[config.mk]
export PLATFORM = sky130hd
export DESIGN_NAME = pl0_token_scanner
export DESIGN_NICKNAME = d
export VERILOG_FILES = /design/src/sv/pl0ts_pkg.sv /design/src/sv/pl0_token_scanner.sv
export SDC_FILE = /design/constraint.sdc
export NUM_CORES = 1
export LEC_CHECK = 0
export BUFFER_PORTS_ARGS = -buffer_cell sky130_fd_sc_hd__buf_2
export CAP_MARGIN = 0
export CORE_ASPECT_RATIO = 1.1
export CORE_MARGIN = 2
export CORE_UTILIZATION = 45
export DETAILED_ROUTE_END_ITERATION = 12
export SYNTH_ARGS = -nofsm -noshare
export SYNTH_HDL_FRONTEND = slang
export SYNTH_SLANG_ARGS = --single-unit
[constraint.sdc]
create_clock -name clock -period 9 [get_ports clock]
set_input_delay 1.8 -clock clock [delete_from_list [all_inputs] [get_ports clock]]
set_output_delay 1.8 -clock clock [all_outputs]
set_load 0.02 [all_outputs]
[src/sv/pl0ts_pkg.sv]
`timescale 1ns / 1ps
// Shared types, token codes and keyword table of the PL/0 token scanner.
package pl0ts_pkg;

   localparam int POSITION_BITS_DEFAULT = 16;
   localparam int KEYWORD_CHARS_DEFAULT = 8;

   localparam int KW_COUNT     = 13;
   localparam int KW_TEXT_BITS = 64;

   localparam logic [2:0] KIND_PUNCT = 3'd0;
   localparam logic [2:0] KIND_KEY   = 3'd1;
   localparam logic [2:0] KIND_IDENT = 3'd2;
   localparam logic [2:0] KIND_NUM   = 3'd3;
   localparam logic [2:0] KIND_END   = 3'd4;
   localparam logic [2:0] KIND_ERR   = 3'd5;

   localparam logic [3:0] P_LT      = 4'd7;
   localparam logic [3:0] P_GT      = 4'd8;
   localparam logic [3:0] P_NE      = 4'd12;
   localparam logic [3:0] P_LE      = 4'd13;
   localparam logic [3:0] P_GE      = 4'd14;
   localparam logic [3:0] P_BECOMES = 4'd15;

   localparam logic [30:0] NUM_MAX = 31'h7FFF_FFFF;
   localparam logic [15:0] LEN_MAX = 16'hFFFF;

   typedef enum logic [2:0] {
      MODE_IDLE,
      MODE_WORD,
      MODE_NUMBER,
      MODE_LT,
      MODE_GT,
      MODE_COLON,
      MODE_ERROR
   } mode_type;

   typedef struct packed {
      logic [2:0]  kind;
      logic [3:0]  code;
      logic [30:0] value;
      logic [15:0] start;
      logic [15:0] length;
   } rsp_type;

   typedef struct packed {
      logic     emit;
      rsp_type  item;
      mode_type mode;
   } flush_type;

   // Keyword text, right-justified, first character in the highest used byte.
   function automatic logic [KW_TEXT_BITS-1:0] kw_text(input logic [3:0] k);
      logic [KW_TEXT_BITS-1:0] t;
      case (k)
         4'd0:    t = "begin";
         4'd1:    t = "end";
         4'd2:    t = "if";
         4'd3:    t = "then";
         4'd4:    t = "while";
         4'd5:    t = "do";
         4'd6:    t = "return";
         4'd7:    t = "function";
         4'd8:    t = "var";
         4'd9:    t = "const";
         4'd10:   t = "odd";
         4'd11:   t = "writeln";
         4'd12:   t = "write";
         default: t = '0;
      endcase
      return t;
   endfunction

   function automatic logic [15:0] kw_len(input logic [3:0] k);
      logic [15:0] l;
      case (k)
         4'd0:    l = 16'd5;
         4'd1:    l = 16'd3;
         4'd2:    l = 16'd2;
         4'd3:    l = 16'd4;
         4'd4:    l = 16'd5;
         4'd5:    l = 16'd2;
         4'd6:    l = 16'd6;
         4'd7:    l = 16'd8;
         4'd8:    l = 16'd3;
         4'd9:    l = 16'd5;
         4'd10:   l = 16'd3;
         4'd11:   l = 16'd7;
         4'd12:   l = 16'd5;
         default: l = 16'd0;
      endcase
      return l;
   endfunction

endpackage

[src/sv/pl0_token_scanner.sv]
`timescale 1ns / 1ps
// Top level of the PL/0 token scanner: byte classification, token state and result buffer.
//
// Source bytes enter one beat per cycle on req_; each byte is scanned in the cycle it is
// accepted and the tokens it completes (none, one, two or three) are written into a
// three-entry result buffer that drains one beat per cycle on rsp_ while rsp_tready is high.
// A new byte is taken whenever the buffer is empty or its final entry leaves in the same
// cycle, so text that yields at most one token per byte streams at one byte per cycle; a
// byte that closes two or three tokens holds the input while the buffer drains.
// Whitespace is skipped, an error result is followed by dropping bytes up to the one marked
// tlast, and that final byte flushes the pending token and adds an end token, after which
// offsets restart at zero. rsp_tlast marks the last token caused by one source byte.
module pl0_token_scanner
   import pl0ts_pkg::*;
#(
   parameter int POSITION_BITS = POSITION_BITS_DEFAULT,
   parameter int KEYWORD_CHARS = KEYWORD_CHARS_DEFAULT
) (
   input  logic        clock,
   input  logic        reset,
   input  logic        req_tvalid,
   output logic        req_tready,
   input  logic [7:0]  req_tdata,   // ch[7:0]
   input  logic        req_tlast,
   output logic        rsp_tvalid,
   input  logic        rsp_tready,
   output logic [71:0] rsp_tdata,   // code[3:0], value[34:4], start_res[50:35], length[66:51]
   output logic [2:0]  rsp_tuser,   // kind[2:0]
   output logic        rsp_tlast
);

   localparam int WB = KEYWORD_CHARS * 8;

   mode_type               mode_ff, mode_in;
   logic [WB-1:0]          word_ff, word_in;
   logic [15:0]            len_ff, len_in;
   logic [30:0]            acc_ff, acc_in;
   logic [POSITION_BITS-1:0] beg_ff, beg_in;
   logic [POSITION_BITS-1:0] pos_ff, pos_in;

   rsp_type    slot_ff [3];
   rsp_type    slot_in [3];
   logic [1:0] cnt_ff, cnt_in;
   logic [1:0] rd_ff;
   logic [1:0] rd_next;

   logic       accept;
   logic       pop;
   rsp_type    head;

   function automatic rsp_type mk(input logic [2:0] kind, input logic [3:0] code,
                                  input logic [30:0] value,
                                  input logic [POSITION_BITS-1:0] start,
                                  input logic [15:0] length);
      rsp_type r;
      r.kind   = kind;
      r.code   = code;
      r.value  = value;
      r.start  = 16'(start);
      r.length = length;
      return r;
   endfunction

   function automatic flush_type flush(input mode_type m, input logic [WB-1:0] w,
                                       input logic [15:0] l, input logic [30:0] a,
                                       input logic [POSITION_BITS-1:0] b);
      flush_type f;
      logic      hit;
      logic [3:0] idx;
      hit = 1'b0;
      idx = 4'd0;
      for (int k = KW_COUNT - 1; k >= 0; k--) begin
         if (l == kw_len(4'(k)) && w[KW_TEXT_BITS-1:0] == kw_text(4'(k))) begin
            hit = 1'b1;
            idx = 4'(k);
         end
      end
      f.emit = 1'b1;
      f.mode = MODE_IDLE;
      f.item = mk(KIND_ERR, 4'd0, 31'd0, b, 16'd1);
      unique case (m)
         MODE_WORD: begin
            f.item = hit ? mk(KIND_KEY, idx, 31'd0, b, l) : mk(KIND_IDENT, 4'd0, 31'd0, b, l);
         end
         MODE_NUMBER: f.item = mk(KIND_NUM, 4'd0, a, b, l);
         MODE_LT:     f.item = mk(KIND_PUNCT, P_LT, 31'd0, b, 16'd1);
         MODE_GT:     f.item = mk(KIND_PUNCT, P_GT, 31'd0, b, 16'd1);
         MODE_COLON:  f.mode = MODE_ERROR;
         default: begin
            f.emit = 1'b0;
            f.mode = m;
         end
      endcase
      return f;
   endfunction

   function automatic logic [4:0] single_code(input logic [7:0] c);
      logic [4:0] r;
      case (c)
         "+":     r = {1'b1, 4'd0};
         "-":     r = {1'b1, 4'd1};
         "*":     r = {1'b1, 4'd2};
         "/":     r = {1'b1, 4'd3};
         "(":     r = {1'b1, 4'd4};
         ")":     r = {1'b1, 4'd5};
         "=":     r = {1'b1, 4'd6};
         "<":     r = {1'b1, 4'd7};
         ">":     r = {1'b1, 4'd8};
         ",":     r = {1'b1, 4'd9};
         ".":     r = {1'b1, 4'd10};
         ";":     r = {1'b1, 4'd11};
         default: r = 5'd0;
      endcase
      return r;
   endfunction

   // Scan one byte
   always_comb begin
      logic [7:0]  c;
      logic        used;
      logic        is_digit;
      logic        is_alpha;
      logic        is_space;
      logic [1:0]  n;
      logic [35:0] prod;
      logic [4:0]  sc;
      flush_type   f;

      c        = req_tdata;
      is_digit = (c >= "0") && (c <= "9");
      is_alpha = ((c >= "a") && (c <= "z")) || ((c >= "A") && (c <= "Z"));
      is_space = (c == 8'd32) || ((c >= 8'd9) && (c <= 8'd13));
      sc       = single_code(c);
      prod     = {2'b0, acc_ff, 3'b0} + {4'b0, acc_ff, 1'b0} + {32'b0, 4'(c - "0")};
      f        = '0;

      mode_in = mode_ff;
      word_in = word_ff;
      len_in  = len_ff;
      acc_in  = acc_ff;
      beg_in  = beg_ff;
      pos_in  = pos_ff;
      used    = 1'b0;
      n       = 2'd0;
      for (int i = 0; i < 3; i++) begin
         slot_in[i] = slot_ff[i];
      end

      unique case (mode_ff)
         MODE_ERROR: used = 1'b1;
         MODE_LT: begin
            if (c == ">" || c == "=") begin
               slot_in[n] = mk(KIND_PUNCT, (c == ">") ? P_NE : P_LE, 31'd0, beg_ff, 16'd2);
               n = 2'(n + 2'd1);
               mode_in = MODE_IDLE;
               used = 1'b1;
            end
         end
         MODE_GT: begin
            if (c == "=") begin
               slot_in[n] = mk(KIND_PUNCT, P_GE, 31'd0, beg_ff, 16'd2);
               n = 2'(n + 2'd1);
               mode_in = MODE_IDLE;
               used = 1'b1;
            end
         end
         MODE_COLON: begin
            if (c == "=") begin
               slot_in[n] = mk(KIND_PUNCT, P_BECOMES, 31'd0, beg_ff, 16'd2);
               mode_in = MODE_IDLE;
            end else begin
               slot_in[n] = mk(KIND_ERR, 4'd0, 31'd0, beg_ff, 16'd1);
               mode_in = MODE_ERROR;
            end
            n = 2'(n + 2'd1);
            used = 1'b1;
         end
         MODE_WORD: begin
            if (is_alpha || is_digit) begin
               if (len_ff < 16'(KEYWORD_CHARS)) begin
                  word_in = {word_ff[WB-9:0], c};
               end
               if (len_ff != LEN_MAX) begin
                  len_in = len_ff + 16'd1;
               end
               used = 1'b1;
            end
         end
         MODE_NUMBER: begin
            if (is_digit) begin
               acc_in = (prod > {5'b0, NUM_MAX}) ? NUM_MAX : prod[30:0];
               if (len_ff != LEN_MAX) begin
                  len_in = len_ff + 16'd1;
               end
               used = 1'b1;
            end
         end
         default: used = 1'b0;
      endcase

      if (!used) begin
         f = flush(mode_ff, word_ff, len_ff, acc_ff, beg_ff);
         if (f.emit) begin
            slot_in[n] = f.item;
            n = 2'(n + 2'd1);
         end
         mode_in = f.mode;
         if (is_space) begin
            mode_in = f.mode;
         end else if (c == "<") begin
            mode_in = MODE_LT;
            beg_in  = pos_ff;
         end else if (c == ">") begin
            mode_in = MODE_GT;
            beg_in  = pos_ff;
         end else if (c == ":") begin
            mode_in = MODE_COLON;
            beg_in  = pos_ff;
         end else if (is_digit) begin
            mode_in = MODE_NUMBER;
            acc_in  = 31'(c - "0");
            len_in  = 16'd1;
            beg_in  = pos_ff;
         end else if (is_alpha) begin
            mode_in = MODE_WORD;
            word_in = {{(WB-8){1'b0}}, c};
            len_in  = 16'd1;
            beg_in  = pos_ff;
         end else if (sc[4]) begin
            slot_in[n] = mk(KIND_PUNCT, sc[3:0], 31'd0, pos_ff, 16'd1);
            n = 2'(n + 2'd1);
         end else begin
            slot_in[n] = mk(KIND_ERR, 4'd0, 31'd0, pos_ff, 16'd1);
            n = 2'(n + 2'd1);
            mode_in = MODE_ERROR;
         end
      end

      if (req_tlast) begin
         f = flush(mode_in, word_in, len_in, acc_in, beg_in);
         if (f.emit) begin
            slot_in[n] = f.item;
            n = 2'(n + 2'd1);
         end
         slot_in[n] = mk(KIND_END, 4'd0, 31'd0, POSITION_BITS'(pos_ff + 1'b1), 16'd0);
         n = 2'(n + 2'd1);
         mode_in = MODE_IDLE;
         len_in  = 16'd0;
         acc_in  = 31'd0;
         beg_in  = '0;
         pos_in  = '0;
      end else begin
         pos_in = POSITION_BITS'(pos_ff + 1'b1);
      end

      cnt_in = n;
   end

   assign rd_next    = 2'(rd_ff + 2'd1);
   assign rsp_tvalid = (rd_ff != cnt_ff);
   assign req_tready = !rsp_tvalid || (rsp_tready && (rd_next == cnt_ff));
   assign accept     = req_tvalid && req_tready;
   assign pop        = rsp_tvalid && rsp_tready;

   always_ff @(posedge clock) begin
      if (reset) begin
         mode_ff <= MODE_IDLE;
         len_ff  <= 16'd0;
         acc_ff  <= 31'd0;
         beg_ff  <= '0;
         pos_ff  <= '0;
         cnt_ff  <= 2'd0;
         rd_ff   <= 2'd0;
      end else if (accept) begin
         mode_ff <= mode_in;
         len_ff  <= len_in;
         acc_ff  <= acc_in;
         beg_ff  <= beg_in;
         pos_ff  <= pos_in;
         cnt_ff  <= cnt_in;
         rd_ff   <= 2'd0;
      end else if (pop) begin
         rd_ff   <= rd_next;
      end
   end

   always_ff @(posedge clock) begin
      if (accept) begin
         word_ff <= word_in;
         for (int i = 0; i < 3; i++) begin
            slot_ff[i] <= slot_in[i];
         end
      end
   end

   always_comb begin
      case (rd_ff)
         2'd1:    head = slot_ff[1];
         2'd2:    head = slot_ff[2];
         default: head = slot_ff[0];
      endcase
   end

   assign rsp_tdata = {5'b0, head.length, head.start, head.value, head.code};
   assign rsp_tuser = head.kind;
   assign rsp_tlast = (rd_next == cnt_ff);

endmodule

==> results.ini, run 1 <==
[routing]
routed_wl_um=98700
vias=25700
route.detailed.drc=0
drt_first_pass_iters=6
antenna_left=0
drt-initial-drc-count=3021
wl_per_cell_um=25.2
via_per_inst=6.56

[layout]
syn2layout_area_growth_pct=9.09
drive_above_1_share_pct=7.77
fillers=5527
finalNetCount=3242
design_area_sq_mm=0.0280
stdcell_count=3923

[synthesis]
synth_common_cells=526 x nand2_1, 306 x o21ai_0, 292 x nor2_1
synth_seq_area_share_pct=38.8
yosysTopAreaCell=edfxtp_1
synth_area_leaders=edfxtp_1 32%, nand2_1 7.7%, dfxtp_1 6.7%
synthArstFlopShare_pct=0
yosys.cell_count.top_type=nand2_1
synthDistinctLibCells=89
synthesis.area_sq_mm=0.0256
synth_flop_cell=edfxtp_1
synth_edf_count=274
synth.avg_cell_area_sq_um=8.00
synth_cells=3207
yosys.area.top_type_share_pct=32.1
synth-seq-cells=360
synth-warning-count=0

[global_routing]
grt_max_degree=128
overflow=0
busiest_layer=met2
grt_use_total_pct=32.7
antenna_found_initial=2
grt_pass1_wl_um=149000
first_global_vias=24300
grt_use_met2_pct=51.0
use_met1_pct=45.3
use_met3_pct=5.25

[critical_path]
worstSetupPathType=in -> reg
cp.required_ns=9.39
startpoint_type=input port
rr_startpoint=mode_ff[2]$_SDFFE_PP0P_
crit_fanout=22
startpoint=req_tdata[4]
endpoint_kind=flop
endpoint=slot_ff[0][182]$_DFFE_PP_
reg2regPathDepth=15
arrival_ns=7.58
reg2reg_slack_ns=2.75
r2r_end=slot_ff[0][182]$_DFFE_PP_

[timing]
relSlewSlack_pct=14.6
hold_ws_ns=0.503
setup_viol=0
slew_viol_final=0
worstMarginPinSlew_ns=1.27
rsz0062_at_grt=no
max_freq_mhz=139
setup-tns-final_ns=0
fin_crit_sh_pct=79.9
min_period_ns=7.19
hold_viol=0
clock_skew_ns=0.0305

[placement]
place.gp.congestion=0.965
dp.cells=3844
placed_area_sq_mm=0.0266
hpwlAfterDp_um=67900
portBuffers=85

[clocking]
cts-root-buf=clkbuf_16
tritoncts=yes
cts_buffers=43
cts_max_level=2
clkSinkCount=360
cts_resized=0
cts.reportedPaths.clkPinSlew_ns=0.06
cts_buffer_depth=3
clk_latency_ns=0.59
post_cts_buffers=0
holdBufCountCts=0

[die]
core-area_sq_mm=0.0562
pin_count=91
die_w_um=232
die-area_sq_mm=0.0589
num_rows=91
die_y_um=254
start_util_pct=45.6

[run_status]
status=finished, final reports clean

[pwr]
switchingPower_mw=3.35
p_comb_share_pct=37.0
leakagePower_nw=10.3
seqPwrFrac_pct=40.4
pwr_density_cell_mw_per_mm2=289
pwr-share-clk_pct=22.6
irDropWorstVdd_v=0.000160
p_int_mw=4.73
total_power_mw=8.08
switching_share_pct=41.5

[run]
cap_viol_max_count=0

[min_path]
hold_path_class=reg -> reg

## per-stage QoR
stage / utilization (%) / setup slack [ns]
4_1_cts: 49.7 / 1.90
3_3_place_gp: 47.2 / 1.56
5_1_grt: 49.7 / 1.27
6_report: 49.7 / 1.81
2_1_floorplan: - / 0.493
3_5_place_dp: 47.2 / 1.30
## power groups by stage
| stage | sequential (mW) | clock [mW] | combinational, mW |
|---|---|---|---|
| after floorplan | 3.10 | 0 | 2.09 |
| after global placement | 3.25 | 0 | 2.88 |
| after detailed placement | 3.27 | 0 | 2.94 |
| after CTS | 3.24 | 1.85 | 2.95 |
| after global routing | 3.33 | 1.91 | 3.26 |
| final | 3.26 | 1.82 | 2.99 |
## worst min path at each step
stage | from | endpoint | slack (ns) | cells past startpoint
finish | beg_ff[4]$_SDFFE_PP0P_ | beg_ff[4]$_SDFFE_PP0P_ | 0.50 | 2
global route | acc_ff[14]$_SDFFE_PP0P_ | acc_ff[14]$_SDFFE_PP0P_ | 0.54 | 1
floorplan | beg_ff[14]$_SDFFE_PP0P_ | beg_ff[14]$_SDFFE_PP0P_ | 0.47 | 2
global placement | beg_ff[15]$_SDFFE_PP0P_ | beg_ff[15]$_SDFFE_PP0P_ | 0.49 | 2
CTS | beg_ff[4]$_SDFFE_PP0P_ | beg_ff[4]$_SDFFE_PP0P_ | 0.50 | 2
detailed placement | beg_ff[4]$_SDFFE_PP0P_ | beg_ff[4]$_SDFFE_PP0P_ | 0.49 | 2
## state kept, by name, indices dropped and copies added (netlist names), 3 cells and up
register / cells
acc_ff: 31
mode_ff: 3
beg_ff: 16
word_ff: 64
pos_ff: 16
len_ff: 16
slot_ff: 210
## worst max-delay path, stage by stage
cell      delay [ns]
buf_2           0.16
ha_1            0.35
or3b_1          0.54
nor3_1          0.53
o221a_2         0.36
a21oi_2         0.04
buf_4           0.24
a31oi_2         0.37
o221ai_1        0.26
mux2i_1         0.72
nor2_1          0.09
a21oi_1         0.28
inv_1           0.08
ha_1            0.30
nor2_1          0.33
nand2_1         0.63
o21ai_0         0.46
## routing by layer
metal  routed length (um)  share of wire (%)
met4                 3640                3.7
met5                   13              0.013
met2                44400                 45
met3                 8140                8.2
met1                42500                 43
## cell type report
| type | count | area [sq um] | share of cell area (%) |
|---|---|---|---|
| diodes | 2 | 5.00 | 0.0179 |
| multi-input cells | 2555 | 14600 | 52.3 |
| well taps | 744 | 931 | 3.33 |
| clock inverters | 22 | 283 | 1.01 |
| inverters | 41 | 161 | 0.577 |
| repair buffers | 144 | 868 | 3.10 |
| clock buffers | 55 | 1140 | 4.08 |
| flip-flops and latches | 360 | 9950 | 35.6 |
## cell usage in the layout, fill, tap and decap left out, types with 30 or more instances in the layout
| cell type | count |
|---|---|
| and3_1 | 41 |
| ha_1 | 80 |
| inv_1 | 40 |
| clkbuf_16 | 43 |
| o22ai_1 | 85 |
| xnor2_1 | 38 |
| buf_4 | 59 |
| mux2i_1 | 36 |
| dfxtp_1 | 86 |
| nand2b_1 | 36 |
| a31oi_1 | 33 |
| nand3_1 | 141 |
| nor3_1 | 86 |
| and2_1 | 31 |
| nor4_1 | 48 |
| a21oi_1 | 237 |
| nand2_1 | 526 |
| o21ai_0 | 306 |
| nor2_1 | 286 |
| nand4_1 | 30 |
| buf_2 | 85 |
| edfxtp_1 | 274 |
| a22oi_1 | 114 |
## cells by family after synthesis
group	Yosys count	share of synthesized area, %
buffers and inverters	296	4.46
adders and majority gates	84	4.16
and+or+nand+nor	1372	25.2
AOI/OAI and AO/OA	997	23.8
muxes	43	1.71
DFF	360	38.8
xor gates and xnor gates	54	1.84
other	1	0.0146
(Power assumes the default switching activity.)
==> run 2, diff against run 1 <==
clock period = 7.3 ns   (was 9 ns; I/O delays follow)
==> run 2 against run 1 <==
Against the previous run: via count grew 0.61%; combinational power up 26%; wire length increased by 1.1%; highest routed layer unchanged; die area unchanged; sequential share of layout area down 0.40 points; largest power group unchanged; critical endpoint is now slot_ff[0][44]$_DFFE_PP_; critical path depth increased by 3.
==> results.ini, run 2 (same netlist as run 1, synthesis figures left out) <==
[run_status]
status=finished, final reports clean  ; unchanged

[placement]
portBuffers=85  ; unchanged
place.gp.congestion=0.957  ; was 0.965
hpwlAfterDp_um=69900  ; was 67900 um
dp.cells=3881  ; was 3844
placed_area_sq_mm=0.0268  ; was 0.0266 sq mm
dpl_worst_slack_ns=0.650  ; was 1.30 ns

[critical_path]
arrival_ns=6.48  ; was 7.58 ns
reg2regPathDepth=13  ; was 15
startpoint_type=input port  ; unchanged
worstSetupPathType=in -> reg  ; unchanged
crit_fanout=23  ; was 22
endpoint_kind=flop  ; unchanged
cp.required_ns=7.60  ; was 9.39 ns

[die]
num_rows=91  ; unchanged
die_w_um=232  ; unchanged
die-area_sq_mm=0.0589  ; unchanged
die_y_um=254  ; unchanged
core-area_sq_mm=0.0562  ; unchanged
start_util_pct=45.6  ; unchanged
pin_count=91  ; unchanged

[layout]
drive_above_1_share_pct=8.98  ; was 7.77%
design_area_sq_mm=0.0283  ; was 0.0280 sq mm
n_antenna_cell=0  ; was 2
final_common_cell=nand2_1  ; unchanged
syn2layout_area_growth_pct=10.3  ; was 9.09%
largest_register_ffs=210  ; unchanged
mostFrequentLayoutCells=526 x nand2_1, 306 x o21ai_0, 286 x nor2_1  ; unchanged
stdcell_count=3963  ; was 3923
finalNetCount=3280  ; was 3242
largestRegisters=slot_ff: 210 flops, word_ff: 64 flops, acc_ff: 31 flops  ; unchanged
utilization_pct=50.3  ; was 49.7%
regMostFlops=slot_ff  ; unchanged

[pwr]
total_power_mw=10.0  ; was 8.08 mW
pwr_density_cell_mw_per_mm2=355  ; was 289 mW/mm^2
irDropWorstVdd_v=0.000198  ; was 0.000160 V
leakagePower_nw=10.5  ; was 10.3 nW

[clocking]
post_cts_buffers=0  ; unchanged
cts.reportedPaths.clkPinSlew_ns=0.06  ; about the same
cts-root-buf=clkbuf_16  ; unchanged
clkSinkCount=360  ; unchanged
tritoncts=yes  ; unchanged
cts_buffer_depth=3  ; unchanged
holdBufCountCts=0  ; unchanged
cts_buffers=44  ; was 43
clk_latency_ns=0.62  ; was 0.59 ns
cts_resized=0  ; unchanged
cts_max_level=2  ; unchanged

[routing]
via_per_inst=6.54  ; was 6.56
drt_first_pass_iters=5  ; was 6
wl_per_cell_um=25.2  ; about the same
vias=25900  ; was 25700
routed_wl_um=99800  ; was 98700 um
antenna_left=0  ; unchanged
drt-initial-drc-count=2992  ; was 3021
route.detailed.drc=0  ; unchanged

[global_routing]
grt_max_degree=78  ; was 128
grt_pass1_wl_um=150000  ; was 149000 um
antenna_found_initial=4  ; was 2
first_global_vias=24100  ; was 24300
overflow=0  ; unchanged
grt_use_total_pct=32.8  ; was 32.7%

[timing]
setup_ws_ns=1.12  ; was 1.81 ns
hold_ws_ns=0.499  ; was 0.503 ns
setup_viol=0  ; unchanged
fin_crit_sh_pct=84.6
relSlewSlack_pct=9.80  ; was 14.6%
clock_skew_ns=0.0354  ; was 0.0305 ns
setup-tns-final_ns=0  ; unchanged
min_period_ns=6.18
hold_viol=0  ; unchanged
max_freq_mhz=162
worstMarginPinSlew_ns=1.34  ; was 1.27 ns
slew_viol_final=0  ; unchanged
rsz0062_at_grt=no  ; unchanged

[min_path]
whs_path_depth=2  ; unchanged
hold_path_class=reg -> reg  ; unchanged

[run]
cap_viol_max_count=0  ; unchanged

## run 2: worst paths after layout
check / start / to / slack (ns)
worst min register to register: beg_ff[14]$_SDFFE_PP0P_ / beg_ff[14]$_SDFFE_PP0P_ / 0.50
worst min-delay path: beg_ff[14]$_SDFFE_PP0P_ / beg_ff[14]$_SDFFE_PP0P_ / 0.50
worst max-delay path: req_tdata[5] / slot_ff[0][44]$_DFFE_PP_ / 1.12
worst max register to register: mode_ff[2]$_SDFFE_PP0P_ / slot_ff[0][206]$_DFFE_PP_ / 1.81
## run 2: per-layer routing
| metal | vias to the layer above | global-route usage (%) | wire length, um |
|---|---|---|---|
| met1 | 12600 | 45.3 | 43100 |
| li1 | 11800 | - | - |
| met4 | 6 | 12.4 | 3770 |
| met3 | 249 | 4.30 | 7220 |
| met2 | 1263 | 52.5 | 45600 |
| met5 | - | 0 | 38 |
## run 2: layout make-up
type	instances	area (sq um)
Clock buffer	57	1210
Tap cell	744	931
Fill cell	5439	27900
Clock inverter	25	248
Inverter	41	158
Sequential cell	360	9950
Multi-Input combinational cell	2555	14600
Timing Repair Buffer	181	1160
## run 2: report_power, final
group,total [mW],leakage [nW],switching (mW),internal (mW)
sequential,4.00,3.37,0.659,3.34
combinational,3.78,6.39,2.58,1.20
clock,2.26,0.697,0.970,1.29
## run 2: critical path: stages
cell,delay (ns)
buf_2,0.21
ha_1,0.36
or3b_1,0.54
a2111oi_2,0.51
nand2_1,0.13
nor2_1,0.15
a21oi_1,0.07
and2_2,0.20
ha_1,0.23
and2_1,0.16
nor2_1,0.15
o21ai_0,0.23
ha_1,0.36
nor2_1,0.04
a21oi_1,0.26
ha_1,0.26
buf_4,0.20
o21a_2,0.54
buf_12,0.26
o22ai_1,0.10
